`config.mk`:
```
export PLATFORM = sky130hd
export DESIGN_NAME = unique_stack_with_cooldown
export DESIGN_NICKNAME = d
export VERILOG_FILES = /design/src/hw/rtl/usc_pkg.sv /design/src/hw/rtl/usc_cell.sv /design/src/hw/rtl/unique_stack_with_cooldown.sv
export SDC_FILE = /design/constraint.sdc
export NUM_CORES = 1
export LEC_CHECK = 0
export ABC_AREA = 1
export BUFFER_PORTS_ARGS = -buffer_cell sky130_fd_sc_hd__buf_2
export CORE_MARGIN = 5
export CORE_UTILIZATION = 55
export CTS_CLUSTER_DIAMETER = 100
export DETAILED_ROUTE_END_ITERATION = 8
export MAX_ROUTING_LAYER = met4
export PLACE_DENSITY = 0.82
export SLEW_MARGIN = 20
export SYNTH_ARGS = -nofsm -noshare
export SYNTH_HDL_FRONTEND = slang
export SYNTH_SLANG_ARGS = --single-unit
```
`constraint.sdc`:
```
create_clock -name clk -period 6.01 [get_ports clk]
set_clock_uncertainty 0.05 [all_clocks]
set_input_delay 1.202 -clock clk [delete_from_list [all_inputs] [get_ports clk]]
set_output_delay 1.202 -clock clk [all_outputs]
set_load 0.005 [all_outputs]
```
`src/hw/rtl/usc_pkg.sv`:
```
package usc_pkg;

	// request kinds carried in s_tuser
	localparam logic [2:0] REQ_TICK  = 3'd0;
	localparam logic [2:0] REQ_PUSH  = 3'd1;
	localparam logic [2:0] REQ_POP   = 3'd2;
	localparam logic [2:0] REQ_CLEAR = 3'd3;
	localparam logic [2:0] REQ_QUERY = 3'd4;

	// result status codes
	localparam logic [1:0] ST_OK    = 2'd0;
	localparam logic [1:0] ST_FULL  = 2'd1;
	localparam logic [1:0] ST_DUP   = 2'd2;
	localparam logic [1:0] ST_EMPTY = 2'd3;

	localparam logic [15:0] COOL_LEN_RST = 16'd100;

	// per-cycle command broadcast to every slot cell
	typedef struct packed {
		logic push;   // take the neighbour nearer the top
		logic pop;    // take the neighbour further from the top
		logic clear;  // empty the slot
	} cell_ctrl_t;

endpackage

```
`src/hw/rtl/usc_cell.sv`:
```
module usc_cell #(
	parameter int ID_BITS = 4
) (
	input  logic                clk,
	input  logic                arst_n,
	input  usc_pkg::cell_ctrl_t ctrl,
	input  logic [ID_BITS-1:0]  key,
	input  logic [ID_BITS-1:0]  prev_id,
	input  logic                prev_valid,
	input  logic [ID_BITS-1:0]  next_id,
	input  logic                next_valid,
	input  logic                found_in,
	output logic [ID_BITS-1:0]  id,
	output logic                valid,
	output logic                found_out
);

	logic [ID_BITS-1:0] id_q;
	logic               valid_q;
	logic               found_q;

	always_ff @(posedge clk or negedge arst_n) begin
		if (!arst_n) begin
			id_q    <= '0;
			valid_q <= 1'b0;
			found_q <= 1'b0;
		end else begin
			// membership probe ripples one cell per cycle
			found_q <= found_in | (valid_q && (id_q == key));
			if (ctrl.clear) begin
				id_q    <= '0;
				valid_q <= 1'b0;
			end else if (ctrl.push) begin
				id_q    <= prev_id;
				valid_q <= prev_valid;
			end else if (ctrl.pop) begin
				id_q    <= next_id;
				valid_q <= next_valid;
			end
		end
	end

	assign id        = id_q;
	assign valid     = valid_q;
	assign found_out = found_q;

endmodule

```
`src/hw/rtl/unique_stack_with_cooldown.sv`:
```
// a request beat is taken only in the idle state, then walked and applied; no new request is
// taken until the apply state, which waits for a free output register, is done; the walk lets
// the membership probe pass along the row of slot cells one cell per cycle
// a finished result may wait in the output register while the next request is walked
// reset (arst_n low, asynchronous): stack empty, cooldown idle, cooldown length 100
module unique_stack_with_cooldown #(
	parameter int STACK_SLOTS = 8,
	parameter int ID_BITS     = 4,
	localparam int CNT_W       = $clog2(STACK_SLOTS + 1),
	localparam int TDATA_IN_W  = ((ID_BITS + 7) / 8) * 8,
	localparam int OUT_W       = 2 + 2 * ID_BITS + CNT_W + 3,
	localparam int TDATA_OUT_W = ((OUT_W + 7) / 8) * 8
) (
	input  logic                         clk,
	input  logic                         arst_n,
	// request stream
	input  logic                         s_tvalid,
	output logic                         s_tready,
	input  logic [TDATA_IN_W-1:0]        s_tdata,   // item_id, zero fill
	input  logic [2:0]                   s_tuser,   // req_type
	// result stream
	output logic                         m_tvalid,
	input  logic                         m_tready,
	output logic [TDATA_OUT_W-1:0]       m_tdata,   // status, popped_id, top_id,
	                                                // stack_depth, found_in_stack,
	                                                // cooling_down, restore_pulse, zero fill
	// register port
	input  logic                         psel,
	input  logic                         penable,
	input  logic                         pwrite,
	input  logic [2:0]                   paddr,
	input  logic [31:0]                  pwdata,
	output logic [31:0]                  prdata,
	output logic                         pready
);

	localparam int WALK_W      = (STACK_SLOTS > 1) ? $clog2(STACK_SLOTS) : 1;

	// sequencer codes
	localparam logic [1:0] S_IDLE  = 2'd0;
	localparam logic [1:0] S_WALK  = 2'd1;
	localparam logic [1:0] S_APPLY = 2'd2;

	logic [1:0]         state_q;
	logic [WALK_W-1:0]  walk_q;
	logic [2:0]         req_q;
	logic [ID_BITS-1:0] key_q;
	logic [CNT_W-1:0]   cnt_q;
	logic [15:0]        cool_q;
	logic [15:0]        cool_len_q;

	logic                   m_tvalid_q;
	logic [TDATA_OUT_W-1:0] m_tdata_q;

	// slot row: index 0 is the top of stack, index STACK_SLOTS is a blank end stop
	logic [ID_BITS-1:0] slot_id    [0:STACK_SLOTS];
	logic               slot_valid [0:STACK_SLOTS];
	logic               slot_found [0:STACK_SLOTS-1];

	usc_pkg::cell_ctrl_t ctrl;

	assign slot_id[STACK_SLOTS]    = '0;
	assign slot_valid[STACK_SLOTS] = 1'b0;

	for (genvar i = 0; i < STACK_SLOTS; i++) begin : g_slot
		usc_cell #(
			.ID_BITS(ID_BITS)
		) u_cell (
			.clk       (clk),
			.arst_n    (arst_n),
			.ctrl      (ctrl),
			.key       (key_q),
			.prev_id   ((i == 0) ? key_q : slot_id[(i == 0) ? 0 : i - 1]),
			.prev_valid((i == 0) ? 1'b1 : slot_valid[(i == 0) ? 0 : i - 1]),
			.next_id   (slot_id[i + 1]),
			.next_valid(slot_valid[i + 1]),
			.found_in  ((i == 0) ? 1'b0 : slot_found[(i == 0) ? 0 : i - 1]),
			.id        (slot_id[i]),
			.valid     (slot_valid[i]),
			.found_out (slot_found[i])
		);
	end

	// handshakes
	logic accept;
	logic out_free;
	logic apply;

	assign s_tready = (state_q == S_IDLE);
	assign accept   = s_tvalid && s_tready;
	assign out_free = !m_tvalid_q || m_tready;
	assign apply    = (state_q == S_APPLY) && out_free;

	// request decode once the probe has reached the far end of the row
	logic               found;
	logic               is_full;
	logic               is_empty;
	logic [1:0]         status;
	logic [ID_BITS-1:0] popped;
	logic [ID_BITS-1:0] top_nx;
	logic [CNT_W-1:0]   cnt_nx;
	logic [15:0]        cool_nx;
	logic               pulse;

	assign found    = slot_found[STACK_SLOTS-1];
	assign is_full  = (cnt_q == CNT_W'(STACK_SLOTS));
	assign is_empty = (cnt_q == '0);

	always_comb begin
		ctrl    = '0;
		status  = usc_pkg::ST_OK;
		popped  = '0;
		top_nx  = is_empty ? '0 : slot_id[0];
		cnt_nx  = cnt_q;
		cool_nx = cool_q;
		pulse   = 1'b0;
		case (req_q)
			usc_pkg::REQ_TICK: begin
				if (cool_q != '0) cool_nx = cool_q - 16'd1;
			end
			usc_pkg::REQ_PUSH: begin
				// a full stack refuses before the duplicate check
				if (is_full) begin
					status = usc_pkg::ST_FULL;
				end else if (found) begin
					status = usc_pkg::ST_DUP;
				end else begin
					ctrl.push = 1'b1;
					cnt_nx    = cnt_q + CNT_W'(1);
					top_nx    = key_q;
					cool_nx   = cool_len_q;
				end
			end
			usc_pkg::REQ_POP: begin
				if (is_empty) begin
					status = usc_pkg::ST_EMPTY;
				end else begin
					ctrl.pop = 1'b1;
					popped   = slot_id[0];
					cnt_nx   = cnt_q - CNT_W'(1);
					top_nx   = slot_id[1];
					cool_nx  = cool_len_q;
					pulse    = (cnt_q == CNT_W'(1));
				end
			end
			usc_pkg::REQ_CLEAR: begin
				// reloads and pulses even on an empty stack
				ctrl.clear = 1'b1;
				cnt_nx     = '0;
				top_nx     = '0;
				cool_nx    = cool_len_q;
				pulse      = 1'b1;
			end
			default: begin
				// query and unused kinds only report
			end
		endcase
		if (!apply) ctrl = '0;
	end

	// sequencer
	always_ff @(posedge clk or negedge arst_n) begin
		if (!arst_n) begin
			state_q <= S_IDLE;
			walk_q  <= '0;
			req_q   <= usc_pkg::REQ_TICK;
			key_q   <= '0;
		end else begin
			case (state_q)
				S_IDLE: begin
					if (accept) begin
						req_q   <= s_tuser;
						key_q   <= s_tdata[ID_BITS-1:0];
						walk_q  <= '0;
						state_q <= S_WALK;
					end
				end
				S_WALK: begin
					if (walk_q == WALK_W'(STACK_SLOTS - 1)) begin
						state_q <= S_APPLY;
					end else begin
						walk_q <= walk_q + WALK_W'(1);
					end
				end
				S_APPLY: begin
					if (out_free) state_q <= S_IDLE;
				end
				default: begin
					state_q <= S_IDLE;
				end
			endcase
		end
	end

	// depth and cooldown
	always_ff @(posedge clk or negedge arst_n) begin
		if (!arst_n) begin
			cnt_q  <= '0;
			cool_q <= '0;
		end else if (apply) begin
			cnt_q  <= cnt_nx;
			cool_q <= cool_nx;
		end
	end

	// output register
	always_ff @(posedge clk or negedge arst_n) begin
		if (!arst_n) begin
			m_tvalid_q <= 1'b0;
		end else if (apply) begin
			m_tvalid_q <= 1'b1;
		end else if (m_tready) begin
			m_tvalid_q <= 1'b0;
		end
	end

	always_ff @(posedge clk) begin
		if (apply) begin
			m_tdata_q <= TDATA_OUT_W'({pulse, (cool_nx != '0), found, cnt_nx,
				top_nx, popped, status});
		end
	end

	assign m_tvalid = m_tvalid_q;
	assign m_tdata  = m_tdata_q;

	// register port: cooldown length at byte address 0
	always_ff @(posedge clk or negedge arst_n) begin
		if (!arst_n) begin
			cool_len_q <= usc_pkg::COOL_LEN_RST;
		end else if (psel && penable && pwrite && pready && (paddr[2] == 1'b0)) begin
			cool_len_q <= pwdata[15:0];
		end
	end

	assign pready = 1'b1;
	assign prdata = (paddr[2] == 1'b0) ? {16'd0, cool_len_q} : 32'd0;

endmodule

```
==> metrics.txt <==
# TYPE chip_impl_metric gauge
chip_impl_info{name="run_status",value="completed"} 1
chip_impl_metric{name="core",unit="µm²"} 11900
chip_impl_info{name="synth_flop_cell",value="sky130_fd_sc_hd__dfrtp_1"} 1
chip_impl_metric{name="dp.final_hpwl",unit="mm"} 10.9
chip_impl_metric{name="final.fill_count",unit=""} 1008
chip_impl_info{name="worstReg2RegEnd",value="g_slot[3].u_cell.id[0]"} 1
chip_impl_info{name="final_common_cell",value="sky130_fd_sc_hd__nand2_1"} 1
chip_impl_metric{name="antenna_violations_before_repair",unit=""} 0
chip_impl_metric{name="synthesis.area",unit="µm²"} 6580
chip_impl_metric{name="postSynthRegisterBits",unit=""} 114
chip_impl_info{name="setup.worst_path.class",value="reg -> reg"} 1
chip_impl_metric{name="crit_required",unit="ps"} 6280
chip_impl_info{name="rr_startpoint",value="cnt_q[0]"} 1
chip_impl_metric{name="first_pass_grt_wire_length",unit="mm"} 26.7
chip_impl_metric{name="drive_gt1_frac",unit=""} 0.161
chip_impl_metric{name="design.die.area",unit="µm²"} 14200
chip_impl_info{name="critical_path.cell_chain",value="inv_1 -> ha_1 -> nand3_2 -> nand2_4 -> nand2_8 -> nand3_4 -> nor2_8 -> nand2_2 -> o22ai_1"} 1
chip_impl_metric{name="clock.fmax",unit="MHz"} 323
chip_impl_metric{name="detailroute.via_count",unit=""} 5778
chip_impl_metric{name="postSynth.asyncResetShare",unit=""} 0.851
chip_impl_metric{name="ys_seq_area_frac",unit=""} 0.447
chip_impl_metric{name="floorplan.io_pins",unit=""} 112
chip_impl_metric{name="overall_die_height",unit="µm"} 119
chip_impl_info{name="critical-path-top-delay-family",value="simple AND/OR/NAND/NOR gates"} 1
chip_impl_metric{name="initialDrtViolationCount",unit=""} 674
chip_impl_metric{name="post_synth_num_cell_types",unit=""} 48
chip_impl_info{name="end_point_of_the_most_critical_hold_path",value="g_slot[3].u_cell.found_out"} 1
chip_impl_metric{name="vdd_ir_drop_max",unit="mV"} 0.242
chip_impl_metric{name="r2r_slack",unit="ps"} 2910
chip_impl_metric{name="min_delay_path_depth",unit=""} 1
chip_impl_metric{name="initial_utilization",unit=""} 0.555
chip_impl_metric{name="globalRouteTotalUtil",unit=""} 0.238
chip_impl_info{name="worstHoldStart",value="g_slot[2].u_cell.found_out"} 1
chip_impl_metric{name="diodes",unit=""} 0
chip_impl_metric{name="drv_cap",unit=""} 0
chip_impl_metric{name="tritoncts.num_buffers",unit=""} 17
chip_impl_metric{name="report.final.slew_viol_count",unit=""} 0
chip_impl_metric{name="worst_skew_pair.late_latency",unit="ps"} 420
chip_impl_metric{name="reg2regPathDepth",unit=""} 9
chip_impl_metric{name="longest_individual_stage_delay_on_the_worst_path",unit="ps"} 550
chip_impl_metric{name="power.leakage",unit="nW"} 3.59
chip_impl_metric{name="hold_violations",unit=""} 0
chip_impl_metric{name="max-slew-margin-rel",unit=""} 0.474
chip_impl_metric{name="post_synth.cell_area_avg",unit="µm²"} 7.92
chip_impl_metric{name="post_synth_edffs",unit=""} 17
chip_impl_metric{name="final_critical_period",unit="ps"} 3100
chip_impl_metric{name="clock_tree.buffer_depth",unit=""} 2
chip_impl_info{name="cts.root.buffer_cell",value="sky130_fd_sc_hd__clkbuf_16"} 1
chip_impl_metric{name="syn_inst",unit=""} 831
chip_impl_metric{name="post-cts-setup-buffers",unit=""} 0
chip_impl_metric{name="floorplan.rows",unit=""} 40
chip_impl_metric{name="grt_start_max_net_pins",unit=""} 63
chip_impl_metric{name="post-synth-top-area-fraction",unit=""} 0.358
chip_impl_metric{name="port_buffers",unit=""} 65
chip_impl_info{name="rsz0062_at_grt",value="false"} 1
chip_impl_metric{name="power.density",unit="nW/µm²"} 501
chip_impl_metric{name="worst_setup_hold_path_clk_slew",unit="ps"} 50
chip_impl_metric{name="grt_overflow",unit=""} 0
chip_impl_metric{name="multi_input_gate_area_in_the_final_layout",unit="µm²"} 2930
chip_impl_info{name="tritoncts",value="built"} 1
chip_impl_metric{name="place_congestion",unit=""} 0.985
chip_impl_metric{name="cts.sinks",unit=""} 114
chip_impl_metric{name="instances_no_fill",unit=""} 1042
chip_impl_metric{name="setup_tns",unit="ps"} 0
chip_impl_metric{name="ant_nets",unit=""} 0
chip_impl_metric{name="num-nets-final",unit=""} 943
chip_impl_metric{name="cts-hold-fix-buffers",unit=""} 0
chip_impl_metric{name="worstPathArrival",unit="ps"} 3370
chip_impl_metric{name="post_cts_resized",unit=""} 0
chip_impl_metric{name="viasPerCell",unit=""} 5.55
chip_impl_info{name="synth_area_leaders",value="sky130_fd_sc_hd__dfrtp_1 (36%), sky130_fd_sc_hd__nand2_1 (9.7%), sky130_fd_sc_hd__edfxtp_1 (7.8%)"} 1
chip_impl_metric{name="numPlacedInstances",unit=""} 1010
chip_impl_info{name="cp-start-kind",value="flop"} 1
chip_impl_metric{name="area.growth.synth_to_final",unit="%"} 13.7
chip_impl_metric{name="worst_path_max_fanout",unit=""} 35
chip_impl_info{name="netlist.top_cell.by_area",value="sky130_fd_sc_hd__dfrtp_1"} 1
chip_impl_info{name="commonest_non_fill_non_tap_cells_in_the_layout",value="sky130_fd_sc_hd__nand2_1 (170), sky130_fd_sc_hd__inv_1 (97), sky130_fd_sc_hd__nor2_1 (95)"} 1
chip_impl_metric{name="critical_path_buf_inv_count",unit=""} 1
chip_impl_metric{name="layout.area.seq",unit="µm²"} 2940
chip_impl_metric{name="finalSetupViolations",unit=""} 0
chip_impl_info{name="crit_path_end_kind",value="flop"} 1
chip_impl_info{name="critical_path.slowest_cell",value="sky130_fd_sc_hd__nand2_2"} 1
chip_impl_metric{name="routed_wirelength",unit="mm"} 15.9
chip_impl_metric{name="timing_worst_slew_pin_value",unit="ps"} 788
chip_impl_metric{name="grt_pass1_vias",unit=""} 5349
chip_impl_info{name="worstHoldPathType",value="reg -> reg"} 1
chip_impl_metric{name="timing.final.crit_share",unit=""} 0.515
chip_impl_metric{name="drc_errors",unit=""} 0
chip_impl_metric{name="h-tree-depth",unit=""} 4
chip_impl_metric{name="drt_pass1_iterations",unit=""} 5
chip_impl_metric{name="routed_wire_length_per_instance",unit="µm"} 15.3
chip_impl_metric{name="yosysWarnings",unit=""} 0
chip_impl_metric{name="die_w",unit="µm"} 119
[report_power, final]
group / leakage (nW) / internal [W] / total, W / switching (W)
clock network: 0.315 / 0.000717 / 0.00107 / 0.000348
logic: 2.05 / 0.000508 / 0.00139 / 0.000882
registers: 1.22 / 0.00103 / 0.00129 / 0.000257
[synthesized netlist by cell type, types with 20 or more instances]
cell	count
sky130_fd_sc_hd__nand2_1	170
sky130_fd_sc_hd__o21ai_1	20
sky130_fd_sc_hd__buf_4	28
sky130_fd_sc_hd__nor2_1	95
sky130_fd_sc_hd__inv_1	97
sky130_fd_sc_hd__o21ai_0	66
sky130_fd_sc_hd__a21oi_1	40
sky130_fd_sc_hd__o22ai_1	42
sky130_fd_sc_hd__nand3_1	27
sky130_fd_sc_hd__dfrtp_1	94
sky130_fd_sc_hd__nand4_1	20
[routing by layer]
metal / part of all wire / global-route usage / vias to the layer above / routed length, µm
met4: 0.019 / 0.0795 / 0 / 304
met5: 0 / - / - / 0
met2: 0.44 / 0.328 / 220 / 6990
li1: - / - / 2824 / -
met1: 0.46 / 0.348 / 2703 / 7380
met3: 0.080 / 0.0546 / 31 / 1270
[worst register-to-register path, delay by kind of cell (launching register included)]
family / cells / cell delay (ps)
AO/OA/AOI/OAI: 1 / 320
adder cells (fa/ha/maj): 1 / 290
buffers and inverters: 1 / 110
flip-flops: 1 / 450
AND/OR/NAND/NOR: 6 / 1780
[cell type report]
| class | instances | area share |
|---|---|---|
| Sequential cell | 114 | 0.393 |
| Multi-Input combinational cell | 573 | 0.392 |
| Clock buffer | 23 | 0.0681 |
| Inverter | 108 | 0.0555 |
| Timing Repair Buffer | 69 | 0.0505 |
| Tap cell | 147 | 0.0246 |
| Clock inverter | 8 | 0.0164 |
[kinds of logic (layout without fill, tap and decap cells)]
logic type	Yosys count	in the layout	synth area share
and+or+nand+nor	332	332	0.225
AOI/OAI and AO/OA	198	198	0.177
xor gates and xnor gates	10	10	0.0133
buffers and inverters	166	208	0.120
adders and majority gates	7	7	0.0133
muxes	2	2	0.00323
DFF	114	114	0.447
other	2	24	0.00114
[how the worst max path moves through the flow]
| stage | from | end | slack (ps) | cells after the start |
|---|---|---|---|---|
| floorplan | paddr[2] | prdata[10] | 2960 | 3 |
| global placement | m_tready | m_tdata[15] | 2330 | 5 |
| detailed placement | m_tready | cool_q[15] | 2210 | 6 |
| CTS | m_tready | cnt_q[0] | 2580 | 6 |
| global route | cnt_q[0] | g_slot[3].u_cell.id[0] | 2710 | 9 |
| finish | cnt_q[0] | g_slot[3].u_cell.id[0] | 2910 | 9 |
[per-stage QoR]
stage	total power [W]	util	setup slack (ps)	hold WS [ps]	area (µm²)
after floorplan	0.00232	-	2960	367	6660
after global placement	0.00261	0.575	2330	381	6820
after detailed placement	0.00265	0.575	2210	374	6820
after CTS	0.00373	0.628	2580	400	7450
after global routing	0.00401	0.631	2710	407	7480
final	0.00375	0.631	2910	398	7480
[flip-flops by register name, summed over array words and instances, names as in the netlist]
register	cells
cnt_q	4
cool_len_q	16
cool_q	16
g_slot.u_cell.found_out	8
g_slot.u_cell.id	32
g_slot.u_cell.valid	8
key_q	4
m_tdata	17
m_tvalid	1
req_q	3
state_q	2
walk_q	3
Power figures use the tool's default switching activity.
